**config.mk**
```make
export PLATFORM = sky130hd
export DESIGN_NAME = pid_regulator_antiwindup_top
export DESIGN_NICKNAME = d
export VERILOG_FILES = /design/src/design/pidaw_pkg.sv /design/src/design/pidaw_muldiv.sv /design/src/design/pid_regulator_antiwindup_top.sv
export SDC_FILE = /design/constraint.sdc
export NUM_CORES = 2
export LEC_CHECK = 0
export BUFFER_PORTS_ARGS = -buffer_cell sky130_fd_sc_hd__buf_2
export CAP_MARGIN = 20
export CORE_ASPECT_RATIO = 0.6
export CORE_MARGIN = 2
export CORE_UTILIZATION = 58
export DETAILED_ROUTE_END_ITERATION = 10
export GPL_TIMING_DRIVEN = 0
export PLACE_DENSITY = 0.81
export SETUP_SLACK_MARGIN = 0.02
export SLEW_MARGIN = 15
export SYNTH_ARGS = -nofsm -noshare
export SYNTH_HDL_FRONTEND = slang
export SYNTH_SLANG_ARGS = --single-unit
```
**constraint.sdc**
```tcl
create_clock -name clk_i -period 7.2 [get_ports clk_i]
set_input_delay 1.44 -clock clk_i [delete_from_list [all_inputs] [get_ports clk_i]]
set_output_delay 1.44 -clock clk_i [all_outputs]
set_load 0.05 [all_outputs]
```
**src/design/pidaw_pkg.sv**
```systemverilog
package pidaw_pkg;

  localparam int PidawDataWidth = 32;
  localparam int PidawFracBits  = 16;
  localparam int CfgIdxWidth    = 3;

  localparam logic [CfgIdxWidth-1:0] RegPropGain  = 3'd0;
  localparam logic [CfgIdxWidth-1:0] RegIntGain   = 3'd1;
  localparam logic [CfgIdxWidth-1:0] RegDerivGain = 3'd2;
  localparam logic [CfgIdxWidth-1:0] RegPeriod    = 3'd3;
  localparam logic [CfgIdxWidth-1:0] RegOutMin    = 3'd4;
  localparam logic [CfgIdxWidth-1:0] RegOutMax    = 3'd5;

  typedef enum logic [2:0] {
    ST_IDLE,
    ST_SETUP,
    ST_RUN,
    ST_FIN,
    ST_DONE
  } pidaw_state_e;

  typedef enum logic [2:0] {
    OP_STEP,
    OP_ITERM,
    OP_DTERM,
    OP_DRIVE,
    OP_DONE
  } pidaw_op_e;

  typedef enum logic [1:0] {
    MD_IDLE,
    MD_MUL,
    MD_DIV
  } pidaw_md_state_e;

  typedef struct packed {
    logic start;
    logic with_div;
  } pidaw_cmd_t;

endpackage

```
**src/design/pidaw_muldiv.sv**
```systemverilog
module pidaw_muldiv
  import pidaw_pkg::*;
#(
  parameter int DATA_WIDTH = PidawDataWidth
) (
  input  logic                      clk_i,
  input  logic                      rst_ni,
  input  pidaw_cmd_t                cmd_i,
  input  logic [DATA_WIDTH+1:0]     a_i,
  input  logic [DATA_WIDTH+1:0]     b_i,
  input  logic [DATA_WIDTH-2:0]     div_i,
  output logic                      done_o,
  output logic [2*DATA_WIDTH+3:0]   prod_o
);

  localparam int MW = DATA_WIDTH + 2;
  localparam int PW = 2 * MW;
  localparam int AW = MW + 1;
  localparam int CW = $clog2(PW);

  pidaw_md_state_e       phase_q, phase_d;
  logic [CW-1:0]         cnt_q, cnt_d;
  logic                  with_div_q, with_div_d;
  logic                  done_q, done_d;
  logic [MW-1:0]         a_q, a_d;
  logic [DATA_WIDTH-2:0] d_q, d_d;
  logic [DATA_WIDTH-2:0] rem_q, rem_d;
  logic [PW-1:0]         prod_q, prod_d;

  logic [DATA_WIDTH-1:0] dv_t;
  logic [MW-1:0]         add_x, add_y;
  logic                  add_c;
  logic [AW-1:0]         add_s;
  logic [AW-1:0]         mul_hi;

  // shared adder: accumulate for shift-add, trial subtract for restoring divide
  always_comb begin
    dv_t = {rem_q, prod_q[PW-1]};
    if (phase_q == MD_DIV) begin
      add_x = MW'(dv_t);
      add_y = ~MW'(d_q);
      add_c = 1'b1;
    end else begin
      add_x = prod_q[PW-1:MW];
      add_y = a_q;
      add_c = 1'b0;
    end
    add_s  = {1'b0, add_x} + {1'b0, add_y} + AW'(add_c);
    mul_hi = prod_q[0] ? add_s : {1'b0, prod_q[PW-1:MW]};
  end

  always_comb begin
    phase_d    = phase_q;
    cnt_d      = cnt_q;
    with_div_d = with_div_q;
    done_d     = 1'b0;
    a_d        = a_q;
    d_d        = d_q;
    rem_d      = rem_q;
    prod_d     = prod_q;
    unique case (phase_q)
      MD_IDLE: begin
        if (cmd_i.start) begin
          a_d        = a_i;
          d_d        = div_i;
          with_div_d = cmd_i.with_div;
          prod_d     = {{MW{1'b0}}, b_i};
          rem_d      = '0;
          cnt_d      = CW'(MW - 1);
          phase_d    = MD_MUL;
        end
      end
      MD_MUL: begin
        prod_d = {mul_hi, prod_q[MW-1:1]};
        cnt_d  = cnt_q - 1'b1;
        if (cnt_q == '0) begin
          if (with_div_q) begin
            phase_d = MD_DIV;
            cnt_d   = CW'(PW - 1);
          end else begin
            phase_d = MD_IDLE;
            done_d  = 1'b1;
          end
        end
      end
      MD_DIV: begin
        rem_d  = add_s[MW] ? add_s[DATA_WIDTH-2:0] : dv_t[DATA_WIDTH-2:0];
        prod_d = {prod_q[PW-2:0], add_s[MW]};
        cnt_d  = cnt_q - 1'b1;
        if (cnt_q == '0) begin
          phase_d = MD_IDLE;
          done_d  = 1'b1;
        end
      end
      default: begin
        phase_d = MD_IDLE;
      end
    endcase
  end

  always_ff @(posedge clk_i or negedge rst_ni) begin
    if (!rst_ni) begin
      phase_q    <= MD_IDLE;
      cnt_q      <= '0;
      with_div_q <= 1'b0;
      done_q     <= 1'b0;
    end else begin
      phase_q    <= phase_d;
      cnt_q      <= cnt_d;
      with_div_q <= with_div_d;
      done_q     <= done_d;
    end
  end

  always_ff @(posedge clk_i) begin
    a_q    <= a_d;
    d_q    <= d_d;
    rem_q  <= rem_d;
    prod_q <= prod_d;
  end

  assign done_o = done_q;
  assign prod_o = prod_q;

`ifndef NO_ASSERTIONS
  a_start_when_idle: assert property (@(posedge clk_i) disable iff (!rst_ni)
    cmd_i.start |-> phase_q == MD_IDLE)
    else $error("muldiv started while busy");

  a_done_single: assert property (@(posedge clk_i) disable iff (!rst_ni)
    done_o |=> !done_o)
    else $error("muldiv done held longer than one cycle");
`endif

endmodule

```
**src/design/pid_regulator_antiwindup_top.sv**
```systemverilog
// Each input transfer runs its n (0..4) active products in sequence before the result is valid;
//   n counts the active products (integral step, integral term, derivative, drive);
//   the derivative adds a restoring divide by the period after its multiply.
// A new input is taken only once the previous result has been handed to the output register;
//   all products share one bit-serial shift-add/subtract unit.
// Reset: asynchronous, clears integral, previous error and output; registers take defaults.
module pid_regulator_antiwindup_top
  import pidaw_pkg::*;
#(
  parameter int DATA_WIDTH = PidawDataWidth,
  parameter int FRAC_BITS  = PidawFracBits
) (
  input  logic                   clk_i,
  input  logic                   rst_ni,
  input  logic                   cfg_we_i,
  input  logic [CfgIdxWidth-1:0] cfg_idx_i,
  input  logic [DATA_WIDTH-1:0]  cfg_data_i,
  input  logic                   in_valid_i,
  output logic                   in_ready_o,
  input  logic [DATA_WIDTH-1:0]  measurement_i,
  input  logic [DATA_WIDTH-1:0]  setpoint_i,
  output logic                   out_valid_o,
  input  logic                   out_ready_i,
  output logic [DATA_WIDTH-1:0]  drive_o
);

  localparam int W   = DATA_WIDTH;
  localparam int PdW = DATA_WIDTH - 1;
  localparam int MW  = DATA_WIDTH + 2;
  localparam int PW  = 2 * MW;

  localparam logic [W-1:0]  MaxVal  = {1'b0, {(W-1){1'b1}}};
  localparam logic [W-1:0]  MinVal  = {1'b1, {(W-1){1'b0}}};
  localparam logic [W-1:0]  UnitVal = W'(1) << FRAC_BITS;
  localparam logic [PW-1:0] MaskF   = (PW'(1) << FRAC_BITS) - PW'(1);
  localparam logic [PW-1:0] MaskF1  = (PW'(1) << (FRAC_BITS + 1)) - PW'(1);

  // configuration
  logic [W-1:0]   kp_q, ki_q, kd_q, omin_q, omax_q;
  logic [PdW-1:0] period_q;

  always_ff @(posedge clk_i or negedge rst_ni) begin
    if (!rst_ni) begin
      kp_q     <= UnitVal;
      ki_q     <= '0;
      kd_q     <= '0;
      period_q <= UnitVal[PdW-1:0];
      omin_q   <= MinVal;
      omax_q   <= MaxVal;
    end else if (cfg_we_i) begin
      unique case (cfg_idx_i)
        RegPropGain:  kp_q     <= cfg_data_i;
        RegIntGain:   ki_q     <= cfg_data_i;
        RegDerivGain: kd_q     <= cfg_data_i;
        RegPeriod:    period_q <= cfg_data_i[PdW-1:0];
        RegOutMin:    omin_q   <= cfg_data_i;
        RegOutMax:    omax_q   <= cfg_data_i;
        default: ;
      endcase
    end
  end

  // sequencer state
  pidaw_state_e state_q, state_d;
  pidaw_op_e    op_q, op_d;
  logic         neg_q, neg_d;
  logic [W:0]   err_q, err_d, prev_err_q, prev_err_d;
  logic [W-1:0] integ_q, integ_d, prev_out_q, prev_out_d;
  logic [W-1:0] iterm_q, iterm_d, dterm_q, dterm_d, drive_q, drive_d;
  logic         out_valid_q, out_valid_d;
  logic [W-1:0] out_drive_q, out_drive_d;

  logic [PdW-1:0] period_eff;
  logic [MW-1:0]  esum, ediff, sa, sb, a_mag, b_mag;
  logic [W-1:0]   p_term, pid_sat;
  logic [W+1:0]   pid_sum;
  logic           en_step, en_iterm, en_dterm, en_drive;
  pidaw_op_e      from_step, from_iterm, from_dterm, from_drive, op_next;
  logic [PW-1:0]  prod, q;
  logic           rbit, big;
  logic [W-1:0]   ql, res, integ_sat, clamped;
  logic [W:0]     integ_sum;
  logic           md_done;
  pidaw_cmd_t     md_cmd;

  assign period_eff = (period_q == '0) ? PdW'(1) : period_q;
  assign esum  = {err_q[W], err_q} + {prev_err_q[W], prev_err_q};
  assign ediff = {err_q[W], err_q} - {prev_err_q[W], prev_err_q};

  assign p_term = (err_q[W] != err_q[W-1]) ? (err_q[W] ? MinVal : MaxVal) : err_q[W-1:0];
  assign pid_sum = {{2{p_term[W-1]}}, p_term} + {{2{iterm_q[W-1]}}, iterm_q}
                 + {{2{dterm_q[W-1]}}, dterm_q};
  assign pid_sat = (pid_sum[W+1:W-1] == 3'b000 || pid_sum[W+1:W-1] == 3'b111)
                 ? pid_sum[W-1:0] : (pid_sum[W+1] ? MinVal : MaxVal);

  // anti-windup: integrate only while last drive sat strictly inside the limits
  assign en_iterm = (ki_q != '0);
  assign en_step  = en_iterm && ($signed(omin_q) < $signed(prev_out_q))
                  && ($signed(prev_out_q) < $signed(omax_q));
  assign en_dterm = (kd_q != '0);
  assign en_drive = (kp_q != '0);

  assign from_drive = en_drive ? OP_DRIVE : OP_DONE;
  assign from_dterm = en_dterm ? OP_DTERM : from_drive;
  assign from_iterm = en_iterm ? OP_ITERM : from_dterm;
  assign from_step  = en_step  ? OP_STEP  : from_iterm;

  always_comb begin
    case (op_q)
      OP_STEP:  op_next = from_iterm;
      OP_ITERM: op_next = from_dterm;
      OP_DTERM: op_next = from_drive;
      default:  op_next = OP_DONE;
    endcase
  end

  // operand selection, signed then magnitude
  always_comb begin
    sa = '0;
    sb = '0;
    case (op_q)
      OP_STEP: begin
        sa = MW'(period_eff);
        sb = esum;
      end
      OP_ITERM: begin
        sa = {{2{ki_q[W-1]}}, ki_q};
        sb = {{2{integ_q[W-1]}}, integ_q};
      end
      OP_DTERM: begin
        sa = {{2{kd_q[W-1]}}, kd_q};
        sb = ediff;
      end
      OP_DRIVE: begin
        sa = {{2{kp_q[W-1]}}, kp_q};
        sb = {{2{pid_sat[W-1]}}, pid_sat};
      end
      default: ;
    endcase
    a_mag = sa[MW-1] ? -sa : sa;
    b_mag = sb[MW-1] ? -sb : sb;
  end

  // scale (not the derivative quotient), floor rounding for negative scaled results, saturate
  always_comb begin
    q    = prod;
    rbit = 1'b0;
    case (op_q) inside
      OP_STEP: begin
        q    = prod >> (FRAC_BITS + 1);
        rbit = |(prod & MaskF1);
      end
      OP_ITERM, OP_DRIVE: begin
        q    = prod >> FRAC_BITS;
        rbit = |(prod & MaskF);
      end
      default: ;
    endcase
    big = |q[PW-1:W];
    ql  = q[W-1:0];
    if (!neg_q) begin
      res = (big || ql[W-1]) ? MaxVal : ql;
    end else if (rbit) begin
      res = (big || ql[W-1]) ? MinVal : ~ql;
    end else begin
      res = (big || (ql[W-1] && (|ql[W-2:0]))) ? MinVal : -ql;
    end
    integ_sum = {integ_q[W-1], integ_q} + {res[W-1], res};
    integ_sat = (integ_sum[W] != integ_sum[W-1])
              ? (integ_sum[W] ? MinVal : MaxVal) : integ_sum[W-1:0];
  end

  always_comb begin
    if ($signed(drive_q) > $signed(omax_q)) begin
      clamped = omax_q;
    end else if ($signed(drive_q) < $signed(omin_q)) begin
      clamped = omin_q;
    end else begin
      clamped = drive_q;
    end
  end

  always_comb begin
    state_d     = state_q;
    op_d        = op_q;
    neg_d       = neg_q;
    err_d       = err_q;
    prev_err_d  = prev_err_q;
    integ_d     = integ_q;
    prev_out_d  = prev_out_q;
    iterm_d     = iterm_q;
    dterm_d     = dterm_q;
    drive_d     = drive_q;
    out_drive_d = out_drive_q;
    out_valid_d = out_valid_q && !out_ready_i;
    md_cmd      = '0;
    unique case (state_q)
      ST_IDLE: begin
        if (in_valid_i) begin
          err_d   = {setpoint_i[W-1], setpoint_i} - {measurement_i[W-1], measurement_i};
          iterm_d = '0;
          dterm_d = '0;
          drive_d = prev_out_q;
          op_d    = from_step;
          state_d = (from_step == OP_DONE) ? ST_DONE : ST_SETUP;
        end
      end
      ST_SETUP: begin
        md_cmd.start    = 1'b1;
        md_cmd.with_div = (op_q == OP_DTERM);
        neg_d           = sa[MW-1] ^ sb[MW-1];
        state_d         = ST_RUN;
      end
      ST_RUN: begin
        if (md_done) begin
          state_d = ST_FIN;
        end
      end
      ST_FIN: begin
        case (op_q)
          OP_STEP:  integ_d = integ_sat;
          OP_ITERM: iterm_d = res;
          OP_DTERM: dterm_d = res;
          OP_DRIVE: drive_d = res;
          default: ;
        endcase
        op_d    = op_next;
        state_d = (op_next == OP_DONE) ? ST_DONE : ST_SETUP;
      end
      ST_DONE: begin
        if (!out_valid_q || out_ready_i) begin
          out_drive_d = clamped;
          out_valid_d = 1'b1;
          prev_out_d  = clamped;
          prev_err_d  = err_q;
          state_d     = ST_IDLE;
        end
      end
      default: begin
        state_d = ST_IDLE;
      end
    endcase
  end

  always_ff @(posedge clk_i or negedge rst_ni) begin
    if (!rst_ni) begin
      state_q     <= ST_IDLE;
      op_q        <= OP_DONE;
      neg_q       <= 1'b0;
      err_q       <= '0;
      prev_err_q  <= '0;
      integ_q     <= '0;
      prev_out_q  <= '0;
      iterm_q     <= '0;
      dterm_q     <= '0;
      drive_q     <= '0;
      out_valid_q <= 1'b0;
      out_drive_q <= '0;
    end else begin
      state_q     <= state_d;
      op_q        <= op_d;
      neg_q       <= neg_d;
      err_q       <= err_d;
      prev_err_q  <= prev_err_d;
      integ_q     <= integ_d;
      prev_out_q  <= prev_out_d;
      iterm_q     <= iterm_d;
      dterm_q     <= dterm_d;
      drive_q     <= drive_d;
      out_valid_q <= out_valid_d;
      out_drive_q <= out_drive_d;
    end
  end

  pidaw_muldiv #(
    .DATA_WIDTH(DATA_WIDTH)
  ) u_muldiv (
    .clk_i  (clk_i),
    .rst_ni (rst_ni),
    .cmd_i  (md_cmd),
    .a_i    (a_mag),
    .b_i    (b_mag),
    .div_i  (period_eff),
    .done_o (md_done),
    .prod_o (prod)
  );

  assign in_ready_o  = (state_q == ST_IDLE);
  assign out_valid_o = out_valid_q;
  assign drive_o     = out_drive_q;

`ifndef NO_ASSERTIONS
  a_setup_has_op: assert property (@(posedge clk_i) disable iff (!rst_ni)
    state_q == ST_SETUP |-> op_q != OP_DONE)
    else $error("product setup without a pending operation");

  a_done_in_run: assert property (@(posedge clk_i) disable iff (!rst_ni)
    md_done |-> state_q == ST_RUN)
    else $error("muldiv completion outside run state");

  a_drive_in_limits: assert property (@(posedge clk_i) disable iff (!rst_ni)
    (state_q == ST_DONE && (!out_valid_q || out_ready_i)
      && $signed(omin_q) <= $signed(omax_q))
    |=> ($signed(drive_o) >= $signed($past(omin_q))
      && $signed(drive_o) <= $signed($past(omax_q))))
    else $error("drive outside configured limits");
`endif

endmodule
```
==> metrics.md <==
| Metric | Value |
|---|---|
| Status | `finished clean` |
| Met3 wire length | `25250 um` |
| Main flop type after synthesis | `dfrtp_1` |
| Hpwl dp | `121700 um` |
| Syn Inst Count | `4692` |
| FF-to-FF path depth | `27` |
| First-pass GRT wire length | `237200 um` |
| Hold Crit Class | `reg -> reg` |
| Fin crit period | `7.129 ns` |
| Sequential area share after synthesis | `37.07%` |
| H-Tree Depth | `2` |
| Pre-antenna DRT Iters | `7` |
| Top Metal Used | `met5` |
| WL/cell | `26.38 um` |
| Final setup vio count | `0` |
| Asr flop ratio synth | `72.67%` |
| #FFs+latches synth | `600` |
| Startpoint Class | `flop` |
| Clk_skew | `0.04975 ns` |
| Layout cell share with drive strength beyond 1 | `16.76%` |
| Antenna violations before repair | `5` |
| Met2 wire length | `61310 um` |
| Worst Setup Path Type | `reg -> reg` |
| Area of the die | `76120 um2` |
| Vias per cell | `6.802` |
| TritonCTS clock tree | `yes` |
| Synth warn | `0` |
| Post-Syn Area | `42840 um2` |
| Global route overflow | `0` |
| Critical Path AT | `7.53 ns` |
| Reg clk slew, reported paths | `0.07 ns` |
| Initial Utilization | `58.35%` |
| Final Max Tran Viols | `0` |
| Clk_lat worst skew | `0.70 ns` |
| Routed Antenna Nets | `0` |
| M1 WL | `65550 um` |
| Max clock buf depth | `3` |
| Slowest stage cell, crit path | `dfstp_2` |
| Nets | `5402` |
| Die height | `214.5 um` |
| Worst slew pin tran | `1.182 ns` |
| Drt total wl | `158500 um` |
| Gr usage total | `40.67%` |
| # port buffers | `136` |
| Area delta synth->final | `13.86%` |
| Crit-path max cell delay | `0.61 ns` |
| EDFF count, synth | `164` |
| Hold Path Stages | `2` |
| Final Hold Viols | `0` |
| Rows | `77` |
| Post-CTS Hold Buffers | `0` |
| Core area | `73410 um2` |
| RSZ-0062 raised after global routing | `yes` |
| CTS Buf Count | `57` |
| Number of DRC markers in iteration 0 | `6471` |
| Die W | `354.9 um` |
| WP data required | `7.60 ns` |
| Final period utilization | `99.01%` |
| Number of fill cells | `5847` |
| R2r endpoint | `u_muldiv.prod_o[10]$_DFFE_PP_` |
| IO Count | `138` |
| Worst Path Max Fanout | `10` |
| Most used cell, CP | `clkbuf_4` |
| Hold Path Origin | `u_muldiv.cnt_q[6]$_DFFE_PN0P_` |
| Hold EP | `u_muldiv.cnt_q[6]$_DFFE_PN0P_` |
| R2R Path Start | `op_q[2]$_DFFE_PN1P_` |
| Max cap viols | `0` |
| Relative slew slack | `21.18%` |
| Max Fclk | `140.3 MHz` |
| Vias | `40870` |
| Worst reg-to-reg setup slack | `0.07 ns` |
| GPL Wtd Cong | `1.048` |
| Drt drc | `0` |
| Setup TNS | `0 ns` |
| CTS Root Cell | `clkbuf_16` |
| Crit path capture type | `flop` |
| Vias in the first global route | `37910` |
| Synth Area per Inst | `9.130 um2` |
| Sinks on Clock Net | `600` |
| Count of cell types in the netlist | `109` |
| Largest net degree at the start of global routing | `106` |
per-layer routing:
layer	vias to the layer above	track usage, %
li1	17680	-
met1	19820	60.01
met2	2924	53.75
met3	433	15.65
met4	8	14.03
met5	-	0
cell families (layout without fill, tap and decap cells):
logic type	after synthesis	after routing	synth area share [%]
xor+xnor	211	211	4.314
simple gates	1271	1271	14.02
other cells	1	13	0.008754
flops	600	600	37.07
buf+inv	535	853	4.784
mux	284	284	7.801
fa+ha+maj	336	336	10.48
compound gates	1454	1454	21.53
worst max-delay path: cells and delay by family (launching register included):
family | cells | cell delay [ns]
compound gates | 11 | 2.74
buf+inv | 9 | 1.97
simple gates | 4 | 0.78
flops | 1 | 0.61
xor+xnor | 2 | 0.40
fa+ha+maj | 1 | 0.32
how the worst max path moves through the flow:
stage                             start                       endpoint  slack, ns  depth (start not counted)
floorplan           op_q[0]$_DFFE_PN0P_        integ_q[24]$_DFFE_PN0P_       0.14                         36
global placement                 rst_ni     prev_err_q[23]$_DFFE_PN0P_      -4.23                          1
detailed placement  op_q[0]$_DFFE_PN0P_        integ_q[20]$_DFFE_PN0P_      -3.10                         32
CTS                 op_q[2]$_DFFE_PN1P_        integ_q[16]$_DFFE_PN0P_      0.006                         27
global route        op_q[0]$_DFFE_PN0P_        integ_q[17]$_DFFE_PN0P_      -0.04                         35
finish              op_q[2]$_DFFE_PN1P_  u_muldiv.prod_o[10]$_DFFE_PP_       0.07                         27
cell type report:
cell class	instances	area [um2]	area share, %
diodes	11	27.53	0.05643
multi-input cells	3558	25980	53.27
flip-flops and latches	600	15880	32.56
plain buffers	254	1194	2.447
repair buffers	216	1478	3.029
well taps	987	1235	2.532
inverters	275	1047	2.147
clock inverters	23	224.0	0.4592
clock buffers	85	1708	3.501
through the flow:
| stage | util, % | cells | hold WS [ns] | area [um2] | setup WS [ns] |
|---|---|---|---|---|---|
| 6_report | 66.44 | 6009 | 0.5016 | 48780 | 0.07135 |
| 5_1_grt | 66.41 | 5998 | 0.5352 | 48750 | -0.04287 |
| 4_1_cts | 65.51 | 5977 | 0.4977 | 48100 | 0.006405 |
| 3_5_place_dp | 61.71 | 5842 | 0.4820 | 45300 | -3.097 |
| 3_3_place_gp | 60.97 | 5816 | 0.4618 | 44760 | -4.235 |
| 2_1_floorplan | - | 4693 | 0.4485 | 42840 | 0.1352 |
cell usage after synthesis (46+ instances only):
cell / n / area share [%]
a21o_1: 95 / 1.7
a21oi_1: 404 / 4.7
a22o_1: 70 / 1.4
a22oi_1: 49 / 0.86
a31oi_1: 48 / 0.70
clkbuf_1: 218 / 1.9
dfrtp_1: 401 / 23
edfxtp_1: 164 / 11
ha_1: 298 / 8.7
inv_1: 274 / 2.4
mux2_2: 215 / 5.7
mux2i_1: 50 / 1.2
nand2_1: 529 / 4.6
nand2b_1: 46 / 0.67
nand3_1: 95 / 1.1
nand4_1: 48 / 0.70
nor2_1: 216 / 1.9
nor2b_1: 56 / 0.82
nor3_1: 90 / 1.1
nor4_1: 60 / 0.88
o21ai_0: 393 / 4.6
o31ai_1: 46 / 0.81
xnor2_1: 124 / 2.5
xor2_1: 87 / 1.8
cells in the final DEF, fill, tap and decap left out, drive strengths merged, types with 35 or more instances in the layout:
cell	netlist	routed
nor3	93	93
nand4	49	49
edfxtp	164	164
buf	42	262
nand2b	46	46
nor4	61	61
a22oi	49	49
o21a	38	38
a21oi	405	405
nor2b	56	56
nand2	529	529
dfstp	35	35
nand3	96	96
o21ai	434	434
dfrtp	401	401
clkbuf	218	293
a21o	95	95
fa	38	38
a31oi	48	48
nor2	217	217
inv	274	275
xnor2	124	124
mux2	216	216
xor2	87	87
mux2i	50	50
o31ai	47	47
ha	298	298
a22o	70	70
registers in the layout, summed over array words and instances (netlist names), 32 cells and up:
name and cells:
u_muldiv.prod_o 68, u_muldiv.a_q 34, err_q 33, prev_err_q 33, drive_o 32, drive_q 32, dterm_q 32, integ_q 32
iterm_q 32, kd_q 32, ki_q 32, kp_q 32, omax_q 32, omin_q 32
timing repair:
item | in CTS | in global routing
pin swaps | 21 | 31
buffers inserted | 30 | 23
gates resized for setup | 162 | 138
setup endpoints to repair | 100 | 99
Power is not shown: default switching activity piles up to over one toggle a cycle in this logic, so the estimate is an artifact.
